==> src/rtl/dhte_pkg.sv <==
// Shared constants, types and codes for the double-hash table engine.
package dhte_pkg;

   // Table geometry
   localparam int TABLE_DEPTH = 16;
   localparam int IDX_W       = $clog2(TABLE_DEPTH);
   localparam int SIZE_W      = IDX_W + 1;

   // Field widths
   localparam int KEY_W    = 31;
   localparam int OP_W     = 2;
   localparam int STATUS_W = 3;
   localparam int SLOT_W   = 4;
   localparam int CFG_W    = 5;
   localparam int PROBE_W  = 5;
   localparam int CSR_A_W  = 1;

   // Port widths, padded to whole bytes
   localparam int REQ_DATA_W = 32;
   localparam int REQ_USER_W = 8;
   localparam int RSP_DATA_W = 8;
   localparam int RSP_USER_W = 8;

   // Secondary hash prime
   localparam int HASH_PRIME = 5;
   localparam int PRIME_W    = 3;

   // Configuration defaults
   localparam logic [CFG_W-1:0]   TABLE_SIZE_RST  = CFG_W'(16);
   localparam logic [PROBE_W-1:0] PROBE_LIMIT_RST = PROBE_W'(16);

   // Register indexes
   localparam logic [CSR_A_W-1:0] CSR_TABLE_SIZE  = 1'b0;
   localparam logic [CSR_A_W-1:0] CSR_PROBE_LIMIT = 1'b1;

   // Operation codes; the unused code behaves as a lookup
   localparam logic [OP_W-1:0] OP_INSERT = 2'd0;
   localparam logic [OP_W-1:0] OP_REMOVE = 2'd1;
   localparam logic [OP_W-1:0] OP_LOOKUP = 2'd2;

   typedef enum logic [STATUS_W-1:0] {
      STS_INSERTED  = 3'd0,
      STS_DUPLICATE = 3'd1,
      STS_NO_SLOT   = 3'd2,
      STS_REMOVED   = 3'd3,
      STS_NOT_FOUND = 3'd4,
      STS_FOUND     = 3'd5
   } status_type;

   // Where the reported slot number comes from
   typedef enum logic [1:0] {
      SRC_ZERO  = 2'd0,
      SRC_HIT   = 2'd1,
      SRC_PROBE = 2'd2,
      SRC_TOMB  = 2'd3
   } src_type;

   typedef enum logic [2:0] {
      ST_IDLE   = 3'd0,
      ST_SCAN   = 3'd1,
      ST_STEP   = 3'd2,
      ST_PROBE  = 3'd3,
      ST_FINISH = 3'd4,
      ST_RESP   = 3'd5
   } state_type;

   // Commands from the controller to the datapath
   typedef struct packed {
      logic       start;
      logic       step_load;
      logic       probe_next;
      logic       tomb_take;
      logic       write;
      logic       write_tomb;
      logic       remove;
      logic       res_set;
      status_type res_status;
      src_type    res_src;
      logic       rsp_load;
   } cmd_type;

   // Status from the datapath to the controller
   typedef struct packed {
      logic            scan_done;
      logic            mod_done;
      logic            hit;
      logic [OP_W-1:0] op;
      logic            used_h;
      logic            del_h;
      logic            have_tomb;
      logic            probe_last;
      logic            limit_zero;
      logic            out_free;
   } sts_type;

endpackage

==> src/rtl/double_hash_table_engine.sv <==
// Top level of the double-hash table engine: controller, datapath and checks.
//
//   Channel   Direction  Handshake               Payload
//   req_*     in         req_tvalid/req_tready   tuser: op; tdata: key
//   rsp_*     out        rsp_tvalid/rsp_tready   tuser: status; tdata: slot_index
//   csr_*     in         csr_we                  csr_addr: register, csr_wdata: value
//
// A request scans the S slots of the effective table size and, alongside, runs the
// bit-serial remainder unit, two key bits a cycle; the controller waits for both.
// An insert that misses then loads the stride and probes one slot per cycle up to
// probe_limit; a never-used slot ends the walk, else a finish step uses the first
// tombstone, if any. The result loads once the output register is free.
// Reset clears all slot flags at once and sets both registers to 16.
// A result waiting in the output register does not block the next request; the block
// holds that next result until the output register is free.
module double_hash_table_engine (
   input  logic                                clock,
   input  logic                                reset,
   input  logic                                req_tvalid,
   output logic                                req_tready,
   input  logic [dhte_pkg::REQ_DATA_W-1:0]     req_tdata,  // [30:0] key
   input  logic [dhte_pkg::REQ_USER_W-1:0]     req_tuser,  // [1:0] op
   output logic                                rsp_tvalid,
   input  logic                                rsp_tready,
   output logic [dhte_pkg::RSP_DATA_W-1:0]     rsp_tdata,  // [3:0] slot_index
   output logic [dhte_pkg::RSP_USER_W-1:0]     rsp_tuser,  // [2:0] status
   input  logic                                csr_we,
   input  logic [dhte_pkg::CSR_A_W-1:0]        csr_addr,
   input  logic [dhte_pkg::CFG_W-1:0]          csr_wdata
);
   import dhte_pkg::*;

   cmd_type cmd;
   sts_type sts;

   dhte_ctrl u_ctrl (
      .clock      (clock),
      .reset      (reset),
      .req_tvalid (req_tvalid),
      .req_tready (req_tready),
      .sts        (sts),
      .cmd        (cmd)
   );

   dhte_dp u_dp (
      .clock      (clock),
      .reset      (reset),
      .cmd        (cmd),
      .sts        (sts),
      .req_tdata  (req_tdata),
      .req_tuser  (req_tuser),
      .csr_we     (csr_we),
      .csr_addr   (csr_addr),
      .csr_wdata  (csr_wdata),
      .rsp_tready (rsp_tready),
      .rsp_tvalid (rsp_tvalid),
      .rsp_tdata  (rsp_tdata),
      .rsp_tuser  (rsp_tuser)
   );

   // A new request cannot produce a result in the very next cycle.
   a_no_instant_rsp: assert property (@(posedge clock) disable iff (reset)
      (req_tvalid && req_tready) |=> !$rose(rsp_tvalid))
      else $error("result raised one cycle after a request");

   // A slot is never written and freed in the same cycle.
   a_write_remove_excl: assert property (@(posedge clock) disable iff (reset)
      !(cmd.write && cmd.remove))
      else $error("slot write and remove collide");

   // Misses report slot zero.
   a_miss_slot_zero: assert property (@(posedge clock) disable iff (reset)
      (rsp_tvalid && (rsp_tuser[2:0] == STS_NOT_FOUND || rsp_tuser[2:0] == STS_NO_SLOT))
      |-> (rsp_tdata == '0))
      else $error("miss result carries a nonzero slot");

   // A result is only loaded while the output register is free.
   a_load_when_free: assert property (@(posedge clock) disable iff (reset)
      cmd.rsp_load |-> (!rsp_tvalid || rsp_tready))
      else $error("result overwritten before it was taken");

endmodule

==> src/rtl/dhte_ctrl.sv <==
// Controller state machine that sequences scan, hashing, probing and response.
module dhte_ctrl (
   input  logic             clock,
   input  logic             reset,
   input  logic             req_tvalid,
   output logic             req_tready,
   input  dhte_pkg::sts_type sts,
   output dhte_pkg::cmd_type cmd
);
   import dhte_pkg::*;

   state_type state_ff;
   state_type state_in;

   // State register
   always_ff @(posedge clock) begin
      if (reset) begin
         state_ff <= ST_IDLE;
      end else begin
         state_ff <= state_in;
      end
   end

   // Next-state logic
   always_comb begin
      state_in = state_ff;
      unique case (state_ff)
         ST_IDLE: begin
            if (req_tvalid) state_in = ST_SCAN;
         end
         ST_SCAN: begin
            if (sts.scan_done && sts.mod_done) begin
               if (sts.op == OP_INSERT && !sts.hit) state_in = ST_STEP;
               else state_in = ST_RESP;
            end
         end
         ST_STEP: begin
            if (sts.limit_zero) state_in = ST_FINISH;
            else state_in = ST_PROBE;
         end
         ST_PROBE: begin
            if (!sts.used_h && !sts.del_h) state_in = ST_RESP;
            else if (sts.probe_last) state_in = ST_FINISH;
         end
         ST_FINISH: begin
            state_in = ST_RESP;
         end
         ST_RESP: begin
            if (sts.out_free) state_in = ST_IDLE;
         end
         default: state_in = ST_IDLE;
      endcase
   end

   // Output logic
   always_comb begin
      cmd        = '0;
      req_tready = 1'b0;
      unique case (state_ff)
         ST_IDLE: begin
            req_tready = 1'b1;
            cmd.start  = req_tvalid;
         end
         ST_SCAN: begin
            if (sts.scan_done && sts.mod_done) begin
               priority if (sts.op == OP_INSERT) begin
                  // A stored key is reported as a duplicate.
                  if (sts.hit) begin
                     cmd.res_set    = 1'b1;
                     cmd.res_status = STS_DUPLICATE;
                     cmd.res_src    = SRC_HIT;
                  end
               end else if (sts.op == OP_REMOVE) begin
                  cmd.res_set = 1'b1;
                  if (sts.hit) begin
                     cmd.remove     = 1'b1;
                     cmd.res_status = STS_REMOVED;
                     cmd.res_src    = SRC_HIT;
                  end else begin
                     cmd.res_status = STS_NOT_FOUND;
                     cmd.res_src    = SRC_ZERO;
                  end
               end else begin
                  cmd.res_set = 1'b1;
                  if (sts.hit) begin
                     cmd.res_status = STS_FOUND;
                     cmd.res_src    = SRC_HIT;
                  end else begin
                     cmd.res_status = STS_NOT_FOUND;
                     cmd.res_src    = SRC_ZERO;
                  end
               end
            end
         end
         ST_STEP: begin
            cmd.step_load = 1'b1;
         end
         ST_PROBE: begin
            if (!sts.used_h && !sts.del_h) begin
               // A never-used slot ends the probe at once.
               cmd.write      = 1'b1;
               cmd.res_set    = 1'b1;
               cmd.res_status = STS_INSERTED;
               cmd.res_src    = SRC_PROBE;
            end else begin
               if (!sts.used_h && !sts.have_tomb) cmd.tomb_take = 1'b1;
               cmd.probe_next = !sts.probe_last;
            end
         end
         ST_FINISH: begin
            cmd.res_set = 1'b1;
            if (sts.have_tomb) begin
               cmd.write      = 1'b1;
               cmd.write_tomb = 1'b1;
               cmd.res_status = STS_INSERTED;
               cmd.res_src    = SRC_TOMB;
            end else begin
               cmd.res_status = STS_NO_SLOT;
               cmd.res_src    = SRC_ZERO;
            end
         end
         ST_RESP: begin
            cmd.rsp_load = sts.out_free;
         end
         default: begin
            cmd = '0;
         end
      endcase
   end

endmodule

==> src/rtl/dhte_dp.sv <==
// Datapath: slot store, key scan, bit-serial hashing, probe walk and result register.
module dhte_dp (
   input  logic                                clock,
   input  logic                                reset,
   input  dhte_pkg::cmd_type                   cmd,
   output dhte_pkg::sts_type                   sts,
   input  logic [dhte_pkg::REQ_DATA_W-1:0]     req_tdata,
   input  logic [dhte_pkg::REQ_USER_W-1:0]     req_tuser,
   input  logic                                csr_we,
   input  logic [dhte_pkg::CSR_A_W-1:0]        csr_addr,
   input  logic [dhte_pkg::CFG_W-1:0]          csr_wdata,
   input  logic                                rsp_tready,
   output logic                                rsp_tvalid,
   output logic [dhte_pkg::RSP_DATA_W-1:0]     rsp_tdata,
   output logic [dhte_pkg::RSP_USER_W-1:0]     rsp_tuser
);
   import dhte_pkg::*;

   localparam int MOD_BITS  = KEY_W + (KEY_W % 2);
   localparam int MOD_STEPS = MOD_BITS / 2;
   localparam int MCNT_W    = $clog2(MOD_STEPS + 1);
   localparam int NSUM_W    = 7;
   localparam int FOLD_W    = 5;

   // One restoring step of a remainder by a small divisor, two bits at a time.
   function automatic logic [SIZE_W-1:0] mod_size2(input logic [SIZE_W-1:0] r,
                                                   input logic [1:0] b,
                                                   input logic [SIZE_W-1:0] d);
      logic [SIZE_W:0] t;
      t = {r, b[1]};
      if (t >= {1'b0, d}) t = t - {1'b0, d};
      t = {t[SIZE_W-1:0], b[0]};
      if (t >= {1'b0, d}) t = t - {1'b0, d};
      return t[SIZE_W-1:0];
   endfunction

   // Sum of the key's hex digits; sixteen leaves one modulo the prime.
   function automatic logic [NSUM_W-1:0] nibble_sum(input logic [KEY_W-1:0] k);
      logic [NSUM_W-1:0] s;
      s = NSUM_W'(k[3:0]) + NSUM_W'(k[7:4]) + NSUM_W'(k[11:8]) + NSUM_W'(k[15:12])
        + NSUM_W'(k[19:16]) + NSUM_W'(k[23:20]) + NSUM_W'(k[27:24])
        + NSUM_W'(k[30:28]);
      return s;
   endfunction

   // Folds the digit sum twice more, then brings it below the prime.
   function automatic logic [PRIME_W-1:0] fold_prime(input logic [NSUM_W-1:0] s);
      logic [FOLD_W-1:0] f1;
      logic [FOLD_W-1:0] f2;
      f1 = FOLD_W'(s[3:0]) + FOLD_W'(s[NSUM_W-1:4]);
      f2 = FOLD_W'(f1[3:0]) + FOLD_W'(f1[FOLD_W-1]);
      if (f2 >= FOLD_W'(2 * HASH_PRIME)) f2 = f2 - FOLD_W'(2 * HASH_PRIME);
      if (f2 >= FOLD_W'(HASH_PRIME)) f2 = f2 - FOLD_W'(HASH_PRIME);
      return f2[PRIME_W-1:0];
   endfunction

   // Probe stride reduced below the table size; the stride is at most the prime.
   function automatic logic [SIZE_W-1:0] stride_mod(input logic [PRIME_W-1:0] r5,
                                                   input logic [SIZE_W-1:0] d);
      logic [SIZE_W-1:0] s;
      s = SIZE_W'(PRIME_W'(HASH_PRIME) - r5);
      for (int k = 0; k < HASH_PRIME; k++) begin
         if (s >= d) s = s - d;
      end
      return s;
   endfunction

   // Configuration registers
   logic [CFG_W-1:0]   table_size_ff;
   logic [PROBE_W-1:0] probe_limit_ff;

   always_ff @(posedge clock) begin
      if (reset) begin
         table_size_ff  <= TABLE_SIZE_RST;
         probe_limit_ff <= PROBE_LIMIT_RST;
      end else if (csr_we) begin
         unique case (csr_addr)
            CSR_TABLE_SIZE:  table_size_ff  <= csr_wdata;
            CSR_PROBE_LIMIT: probe_limit_ff <= PROBE_W'(csr_wdata);
            default: ;
         endcase
      end
   end

   // Effective table size, clamped to one and the depth
   logic [SIZE_W-1:0] size_eff_in;

   always_comb begin
      if (table_size_ff == '0) size_eff_in = SIZE_W'(1);
      else if (32'(table_size_ff) > TABLE_DEPTH) size_eff_in = SIZE_W'(TABLE_DEPTH);
      else size_eff_in = SIZE_W'(table_size_ff);
   end

   // Request capture
   logic [KEY_W-1:0]  key_ff;
   logic [OP_W-1:0]   op_ff;
   logic [SIZE_W-1:0] size_eff_ff;

   always_ff @(posedge clock) begin
      if (cmd.start) begin
         key_ff      <= req_tdata[KEY_W-1:0];
         op_ff       <= req_tuser[OP_W-1:0];
         size_eff_ff <= size_eff_in;
      end
   end

   // Slot flags, cleared at reset
   logic [TABLE_DEPTH-1:0] used_ff;
   logic [TABLE_DEPTH-1:0] del_ff;
   logic [IDX_W-1:0]       h_ff;
   logic [IDX_W-1:0]       tomb_ff;
   logic [IDX_W-1:0]       hit_idx_ff;
   logic [IDX_W-1:0]       waddr;

   assign waddr = cmd.write_tomb ? tomb_ff : h_ff;

   always_ff @(posedge clock) begin
      if (reset) begin
         used_ff <= '0;
         del_ff  <= '0;
      end else if (cmd.write) begin
         used_ff[waddr] <= 1'b1;
      end else if (cmd.remove) begin
         used_ff[hit_idx_ff] <= 1'b0;
         del_ff[hit_idx_ff]  <= 1'b1;
      end
   end

   // Key store with a registered read port for the scan
   logic [KEY_W-1:0]  slot_mem [TABLE_DEPTH];
   logic [KEY_W-1:0]  rd_data_ff;
   logic [SIZE_W-1:0] scan_ff;

   always_ff @(posedge clock) begin
      if (cmd.write) slot_mem[waddr] <= key_ff;
      rd_data_ff <= slot_mem[scan_ff[IDX_W-1:0]];
   end

   // Scan pipeline: issue one slot a cycle, compare it in the following cycle
   logic             scan_issue;
   logic             cmp_vld_ff;
   logic [IDX_W-1:0] cmp_idx_ff;
   logic             hit_ff;

   assign scan_issue = (scan_ff < size_eff_ff);

   always_ff @(posedge clock) begin
      if (reset) begin
         scan_ff    <= '0;
         cmp_vld_ff <= 1'b0;
         hit_ff     <= 1'b0;
      end else if (cmd.start) begin
         scan_ff    <= '0;
         cmp_vld_ff <= 1'b0;
         hit_ff     <= 1'b0;
      end else begin
         cmp_vld_ff <= scan_issue;
         if (scan_issue) scan_ff <= scan_ff + SIZE_W'(1);
         if (cmp_vld_ff && !hit_ff && used_ff[cmp_idx_ff] && rd_data_ff == key_ff) begin
            hit_ff <= 1'b1;
         end
      end
   end

   always_ff @(posedge clock) begin
      cmp_idx_ff <= scan_ff[IDX_W-1:0];
      if (cmp_vld_ff && !hit_ff && used_ff[cmp_idx_ff] && rd_data_ff == key_ff) begin
         hit_idx_ff <= cmp_idx_ff;
      end
   end

   // Bit-serial remainder by the table size
   logic [MCNT_W-1:0]   mod_cnt_ff;
   logic [MOD_BITS-1:0] kshift_ff;
   logic [SIZE_W-1:0]   rsize_ff;
   logic [PRIME_W-1:0]  rprime_ff;
   logic [NSUM_W-1:0]   nsum_ff;
   logic                mod_busy;

   assign mod_busy = (mod_cnt_ff != MCNT_W'(MOD_STEPS));

   always_ff @(posedge clock) begin
      if (reset) begin
         mod_cnt_ff <= MCNT_W'(MOD_STEPS);
      end else if (cmd.start) begin
         mod_cnt_ff <= '0;
      end else if (mod_busy) begin
         mod_cnt_ff <= mod_cnt_ff + MCNT_W'(1);
      end
   end

   always_ff @(posedge clock) begin
      if (cmd.start) begin
         kshift_ff <= MOD_BITS'(req_tdata[KEY_W-1:0]);
         rsize_ff  <= '0;
      end else if (mod_busy) begin
         kshift_ff <= {kshift_ff[MOD_BITS-3:0], 2'b00};
         rsize_ff  <= mod_size2(rsize_ff, kshift_ff[MOD_BITS-1 -: 2], size_eff_ff);
      end
   end

   // Remainder by the prime in two register stages; it settles long before the stride load.
   always_ff @(posedge clock) begin
      nsum_ff   <= nibble_sum(key_ff);
      rprime_ff <= fold_prime(nsum_ff);
   end

   // Probe walk: position, stride, count and first tombstone
   logic [SIZE_W-1:0]  stride_ff;
   logic [PROBE_W-1:0] probe_i_ff;
   logic               have_tomb_ff;
   logic [SIZE_W:0]    h_sum;
   logic [SIZE_W:0]    h_wrap;

   assign h_sum  = (SIZE_W+1)'(h_ff) + (SIZE_W+1)'(stride_ff);
   assign h_wrap = (h_sum >= (SIZE_W+1)'(size_eff_ff)) ?
                   h_sum - (SIZE_W+1)'(size_eff_ff) : h_sum;

   always_ff @(posedge clock) begin
      if (cmd.step_load) begin
         h_ff       <= rsize_ff[IDX_W-1:0];
         stride_ff  <= stride_mod(rprime_ff, size_eff_ff);
         probe_i_ff <= '0;
      end else if (cmd.probe_next) begin
         h_ff       <= h_wrap[IDX_W-1:0];
         probe_i_ff <= probe_i_ff + PROBE_W'(1);
      end
      if (cmd.tomb_take) tomb_ff <= h_ff;
   end

   always_ff @(posedge clock) begin
      if (reset) begin
         have_tomb_ff <= 1'b0;
      end else if (cmd.start) begin
         have_tomb_ff <= 1'b0;
      end else if (cmd.tomb_take) begin
         have_tomb_ff <= 1'b1;
      end
   end

   // Pending result, then the output register
   status_type       res_status_ff;
   logic [IDX_W-1:0] res_slot_ff;
   logic [IDX_W-1:0] res_slot_in;
   logic             rsp_tvalid_ff;
   status_type       rsp_status_ff;
   logic [SLOT_W-1:0] rsp_slot_ff;

   always_comb begin
      unique case (cmd.res_src)
         SRC_ZERO:  res_slot_in = '0;
         SRC_HIT:   res_slot_in = hit_idx_ff;
         SRC_PROBE: res_slot_in = h_ff;
         SRC_TOMB:  res_slot_in = tomb_ff;
         default:   res_slot_in = '0;
      endcase
   end

   always_ff @(posedge clock) begin
      if (cmd.res_set) begin
         res_status_ff <= cmd.res_status;
         res_slot_ff   <= res_slot_in;
      end
      if (cmd.rsp_load) begin
         rsp_status_ff <= res_status_ff;
         rsp_slot_ff   <= SLOT_W'(res_slot_ff);
      end
   end

   always_ff @(posedge clock) begin
      if (reset) begin
         rsp_tvalid_ff <= 1'b0;
      end else if (cmd.rsp_load) begin
         rsp_tvalid_ff <= 1'b1;
      end else if (rsp_tready) begin
         rsp_tvalid_ff <= 1'b0;
      end
   end

   assign rsp_tvalid = rsp_tvalid_ff;
   assign rsp_tdata  = RSP_DATA_W'(rsp_slot_ff);
   assign rsp_tuser  = RSP_USER_W'(rsp_status_ff);

   // Status toward the controller
   always_comb begin
      sts            = '0;
      sts.scan_done  = !scan_issue && !cmp_vld_ff;
      sts.mod_done   = !mod_busy;
      sts.hit        = hit_ff;
      sts.op         = op_ff;
      sts.used_h     = used_ff[h_ff];
      sts.del_h      = del_ff[h_ff];
      sts.have_tomb  = have_tomb_ff;
      sts.probe_last = (probe_i_ff == (probe_limit_ff - PROBE_W'(1)));
      sts.limit_zero = (probe_limit_ff == '0);
      sts.out_free   = !rsp_tvalid_ff || rsp_tready;
   end

endmodule
==> config.mk <==
export PLATFORM = sky130hd
export DESIGN_NAME = double_hash_table_engine
export DESIGN_NICKNAME = d
export VERILOG_FILES = /design/src/rtl/dhte_pkg.sv /design/src/rtl/double_hash_table_engine.sv /design/src/rtl/dhte_ctrl.sv /design/src/rtl/dhte_dp.sv
export SDC_FILE = /design/constraint.sdc
export NUM_CORES = 1
export LEC_CHECK = 0
export ABC_AREA = 1
export BUFFER_PORTS_ARGS = -buffer_cell sky130_fd_sc_hd__buf_2
export CAP_MARGIN = 30
export CORE_MARGIN = 3
export CORE_UTILIZATION = 45
export DETAILED_ROUTE_END_ITERATION = 8
export PLACE_DENSITY_LB_ADDON = 0.1
export SKIP_CTS_REPAIR_TIMING = 1
export SYNTH_ARGS = -nofsm -noshare
export SYNTH_HDL_FRONTEND = slang
export SYNTH_SLANG_ARGS = --single-unit
==> constraint.sdc <==
create_clock -name clock -period 13.3 [get_ports clock]
set_input_delay 2.66 -clock clock [delete_from_list [all_inputs] [get_ports clock]]
set_output_delay 2.66 -clock clock [all_outputs]
set_load 0.01 [all_outputs]
Word-level counts from Yosys, hierarchy flattened
Memories as Yosys holds them, arrays and structs flattened. A register that Yosys moved wholly into a read port is not among the register bits.
Cells that the tools add are included.

word-level totals
  bits in registers = 184
  memory bits (writable) = 496
  input bits = 51
  output and inout port bits = 18
  logic and storage cells = 205
  memories = 1

memories
  name           depth  bits a word  rd ports  clocked after Yosys merged registers in  wr ports  RTL line        text
  u_dp.slot_mem  16     31           1         1                                        1         dhte_dp.sv:130  logic [KEY_W-1:0] slot_mem [TABLE_DEPTH];

cells by class
  add/subtract/negate cells = 25
  magnitude comparators = 18
  equality and inequality tests = 16
  mux-type cells = 73
  bitwise logic cells = 6
  reductions and logical operators = 35

operators by type and width
  kind                                                                  number
  5-bit two-way mux                                                     19
  31-bit two-way mux                                                    2
  7-bit by 4-bit adder with 7-bit output                                5
  5-bit subtractor                                                      7
  16-bit two-way mux                                                    2
  16-bit OR                                                             2
  31-bit == test                                                        1
  3-bit two-way mux                                                     9
  5-bit >= comparator                                                   5
  4-bit by 5-bit < comparator with 1-bit output, second input constant  4
  1-bit two-way mux                                                     20
  4-bit two-way mux                                                     5
  6-bit by 5-bit >= comparator with 1-bit output                        3
  6-bit two-way mux                                                     3
  3-bit one-hot mux with 6 select lines                                 1
  6-bit one-hot mux with 3 select lines                                 1
  16-bit bitwise AND                                                    1
  16-bit inverter                                                       1
  4-bit one-hot mux with 4 select lines                                 1
  5-bit by 1-bit adder with 5-bit output, second input constant         3
  1-bit binary-select mux with 4-bit select                             3
  1-bit logical AND                                                     10
  5-bit zero test                                                       2
  1-bit zero test                                                       9
  37 further kinds                                                      54

Logic depth before layout (Yosys ltp)
  depth in word-level cells = 15
  mapped depth = 47
  mapped depth without buffers = 47

By module
Synthesis repeated with hierarchy kept, for this count alone.

unflattened totals
  cells, all modules = 2,751
  area total of the unflattened synthesis = 31,355.1 um^2

modules (own cells, without submodules)
  module     instances  cells an instance  area an instance (um^2)  seq. area each (um^2)
  dhte_dp    1          2,682              30,965.9                 20,139.3
  dhte_ctrl  1          69                 389.1                    60.1

Worst setup path before layout
Ideal clock, no wire load.

  kind = reg2reg
  start = reg u_dp.size_eff_ff[1]
  end = reg u_dp.stride_ff[3], data pin
  setup time = 0.253 ns
  arrival = 6.798 ns
  required time = 13.047 ns
  path slack = 6.249 ns
  stages on the path, launching flop included = 41
  buffers on the path = 0
  period minus slack after synthesis = 7.051 ns
  path through = edfxtp_1 > inv_1 > ha_1 > nand3_1 > nand3_1 > nand2_1 > nand2_1 > o21ai_1 > inv_1 > ha_1 > nand2_1 > nor3b_1 > nor2_1 > or2_2 > and2_1 > ha_1 > nand2_1 > o21ai_0 > (+5 left out) > inv_1 > ha_1 > nand2_1 > o21ai_0 > o211ai_1 > nand2_1 > inv_1 > or2_2 > and2_1 > ha_1 > a21oi_1 > o21ai_0 > nand2_1 > nand2_1 > a21oi_1 > inv_1 > nand3_1 > nand2_1

between the ends
  cells in the longest elaborated chain, start to end = 14
  elaborated cells between the ends (all ways) = 19
  classes of those cells = add/sub (5); order compare (5); mux (9)

RTL lines
  item                                                     RTL line        text
  from (decl)                                              dhte_dp.sv:97   logic [SIZE_W-1:0] size_eff_ff;
  from (signal assigned)                                   dhte_dp.sv:103  size_eff_ff <= size_eff_in;
  5-bit subtractor or 5-bit >= comparator (tied branches)  dhte_dp.sv:63   if (s >= d) s = s - d;
  5-bit two-way mux                                        dhte_dp.sv:63
  5-bit two-way mux                                        dhte_dp.sv:220  if (cmd.step_load) begin
  5-bit subtractor or 5-bit >= comparator (tied branches)  dhte_dp.sv:63
  5-bit two-way mux                                        dhte_dp.sv:63
  5-bit two-way mux                                        dhte_dp.sv:220
  5-bit subtractor or 5-bit >= comparator (tied branches)  dhte_dp.sv:63
  5-bit two-way mux                                        dhte_dp.sv:63
  5-bit two-way mux                                        dhte_dp.sv:220
  5-bit subtractor or 5-bit >= comparator (tied branches)  dhte_dp.sv:63
  5-bit two-way mux                                        dhte_dp.sv:63
  5-bit two-way mux                                        dhte_dp.sv:220
  5-bit subtractor or 5-bit >= comparator (tied branches)  dhte_dp.sv:63
  5-bit two-way mux *                                      dhte_dp.sv:63
  to (signal assigned)                                     dhte_dp.sv:222  stride_ff <= stride_mod(rprime_ff, size_eff_ff);
  to (decl)                                                dhte_dp.sv:209  logic [SIZE_W-1:0] stride_ff;

Every way passes the cells marked *; elsewhere a longest branch is shown, timed or not. The select of a mux whose other input is x is not followed.
A chain may end at the register's enable or synchronous reset.

Worst setup path after layout
Ends and elaborated chain as after synthesis.

==> impl_metrics.ini <==
[sta]
rsz0062_at_grt = false
finalCritPeriodShare = 0.634
clock_skew_ns = 0.0328
max_slew_margin = 0.315
holdWs_ns = 0.417
final_hold_viol_count = 0
fmax_mhz = 119
slew_violations = 0
max_slew.worst_pin.slew_ns = 1.03
fin_crit_ns = 8.43
finalSetupTns_ns = 0
setup_viol = 0

[floorplanning]
dieWidth_microns = 270
dieArea_sq_um = 73100
core_area_sq_um = 68900
initial_utilization = 0.456
num_rows = 96
die_h_microns = 270
io_pins = 69

[global_route]
grt_pass1_vias = 20200
grt_use_total = 0.213
grt.overflow.total = 0
grt_max_degree = 108
grt_pass1_wl_mm = 120
antenna_found_initial = 2

[setup_path]
critPathKind = reg2reg
critPathMostFrequentCell = nand2_1
path_delay_family = simple AND/OR/NAND/NOR gates
crit_required_ns = 13.65
max_stage_delay_ns = 0.57
crit_arrival_ns = 8.78
slowest_stage = inv_1
path_max_fanout = 13
crit_path_start_kind = register
path_buf_inv = 7
end_kind = register
rrSetupSlack_ns = 4.87

[detailed_routing]
wl_per_cell_microns = 20.4
antenna_left = 0
dr.pass1.iters = 5
remaining_drc_errors = 0
viasPerCell = 5.44
vias = 20900
routed_wl_mm = 78.4
drt_iter0_markers = 1819

[yosys]
syn-mean-instance-area_sq_um = 11.3
synth_area_sq_um = 31400
syn_inst = 2787
synth_seq_cells = 711
seq_area_frac_synth = 0.643
ys_types = 57
yosysWarningCount = 0

[placement]
place_congestion = 0.854
post-dp-hpwl_mm = 46.1
port_buffers = 52

[cts]
clk_latency_ns = 0.62
cts_made_buffers = 76
clockBufferDepth = 3
ctsHtreeMaxLevel = 3
cts_tree = built
root_buffer = clkbuf_16
clock_sinks = 711
path_clk_slew_ns = 0.06

[final_layout]
multiInputGateArea_sq_um = 9880
drive_gt1_frac = 0.0954
layout.nets = 3001
layout_commonest_cell = edfxtp_1
fill_cells = 6045
final_cell_mix = 596 x edfxtp_1, 460 x nand2_1, 360 x nor2_1
area_growth_syn_to_layout_pct = 12.4
diodes = 0
final_core_util = 0.513
seqCellArea_sq_um = 20200

[hold_path]
holdCritPathClass = reg2reg

[pwr]
irDropWorstVdd_mv = 0.583
power_per_cell_area_nw_per_um2 = 292
p_total_mw = 10.3
leakage_nw = 13.2

[job]
cap_viol_max_count = 0

[run_status]
status = complete, no violations
-- state kept, by name, summed over array words and instances, names as in the netlist, 5 cells and up --
name / flops
u_dp.slot_mem: 496
u_dp.size_eff_ff: 5
u_dp.kshift_ff: 32
u_dp.stride_ff: 5
u_dp.nsum_ff: 7
u_dp.used_ff: 16
u_dp.probe_i_ff: 5
u_dp.probe_limit_ff: 5
u_dp.key_ff: 31
u_dp.scan_ff: 5
u_dp.mod_cnt_ff: 5
u_dp.rd_data_ff: 31
u_dp.del_ff: 16
u_dp.rsize_ff: 5
u_dp.table_size_ff: 5
-- cell usage after synthesis, drive strengths merged --
cell,n,area [sq um]
edfxtp,596,17900
nand2,465,1760
nor2,369,1410
inv,231,877
o21ai,181,921
nand3,176,903
dfxtp,115,2300
a21oi,92,464
ha,82,1030
clkbuf,80,300
o32ai,73,639
o221ai,54,473
mux2i,52,521
buf,41,253
xor2,30,263
fa,28,561
nand4,22,153
or2,17,106
o211ai,15,113
xnor2,14,123
nor3,11,71.3
and2,7,43.8
nor3b,5,37.5
nor4,5,31.3
nand3b,4,30.0
o21bai,4,30.0
o22ai,4,25.0
a31oi,3,18.8
a41oi,2,17.5
o2111ai,2,17.5
a211oi,1,7.51
a21boi,1,7.51
a21o,1,7.51
a31o,1,8.76
clkinv,1,3.75
conb,1,3.75
nor4b,1,8.76
-- cell type report --
class | count | share of cell area
Sequential cell | 711 | 0.572
Multi-Input combinational cell | 1731 | 0.279
Clock buffer | 101 | 0.0599
Tap cell | 931 | 0.0330
Inverter | 232 | 0.0250
Timing Repair Buffer | 88 | 0.0183
Clock inverter | 41 | 0.0125
-- kinds of logic after synthesis --
| group | after synthesis | synth area share |
|---|---|---|
| muxes | 52 | 0.0166 |
| buffers and inverters | 353 | 0.0456 |
| xor gates and xnor gates | 44 | 0.0123 |
| adders and majority gates | 110 | 0.0505 |
| and+or+nand+nor | 1082 | 0.145 |
| AOI/OAI and AO/OA | 434 | 0.0875 |
| DFF | 711 | 0.643 |
| other | 1 | 0.000119 |
-- report_power, final --
group	internal, mW	switching (mW)
Sequential	2.90	0.309
Clock	1.25	0.880
Combinational	1.93	3.07
-- final timing paths --
check / from / to / cells after the start
setup / recovery: u_dp.size_eff_ff[1] / u_dp.stride_ff[3] / 42
hold / removal: u_dp.res_slot_ff[1] / u_dp.rsp_slot_ff[1] / 0
setup reg to reg: u_dp.size_eff_ff[1] / u_dp.stride_ff[3] / 42
hold reg to reg: u_dp.res_slot_ff[1] / u_dp.rsp_slot_ff[1] / 0
-- per-layer routing --
metal  routed length, microns  vias up  track usage
li1                         -     9924            -
met1                    35200    10300        0.297
met2                    37300      539        0.352
met3                     4210      107       0.0274
met4                     1680        0       0.0592
met5                        0        -            0
-- worst register-to-register path: cells and delay by family, from the launching register on --
kind            cells  cell delay (ns)
compound gates      9             1.95
fa+ha+maj           5             1.59
buf+inv             7             1.17
flops               1             0.55
simple gates       21             2.92
-- per-stage QoR --
| stage | setup WS, ns | instances | instance area (sq um) |
|---|---|---|---|
| after floorplan | 6.25 | 2795 | 31500 |
| after global placement | 5.09 | 3685 | 32600 |
| after CTS | 4.89 | 3833 | 35300 |
| final | 4.87 | 3835 | 35300 |
| after detailed placement | 4.92 | 3691 | 32700 |
| after global routing | 3.86 | 3835 | 35300 |
Note: power is estimated with default switching activity, not from simulation.
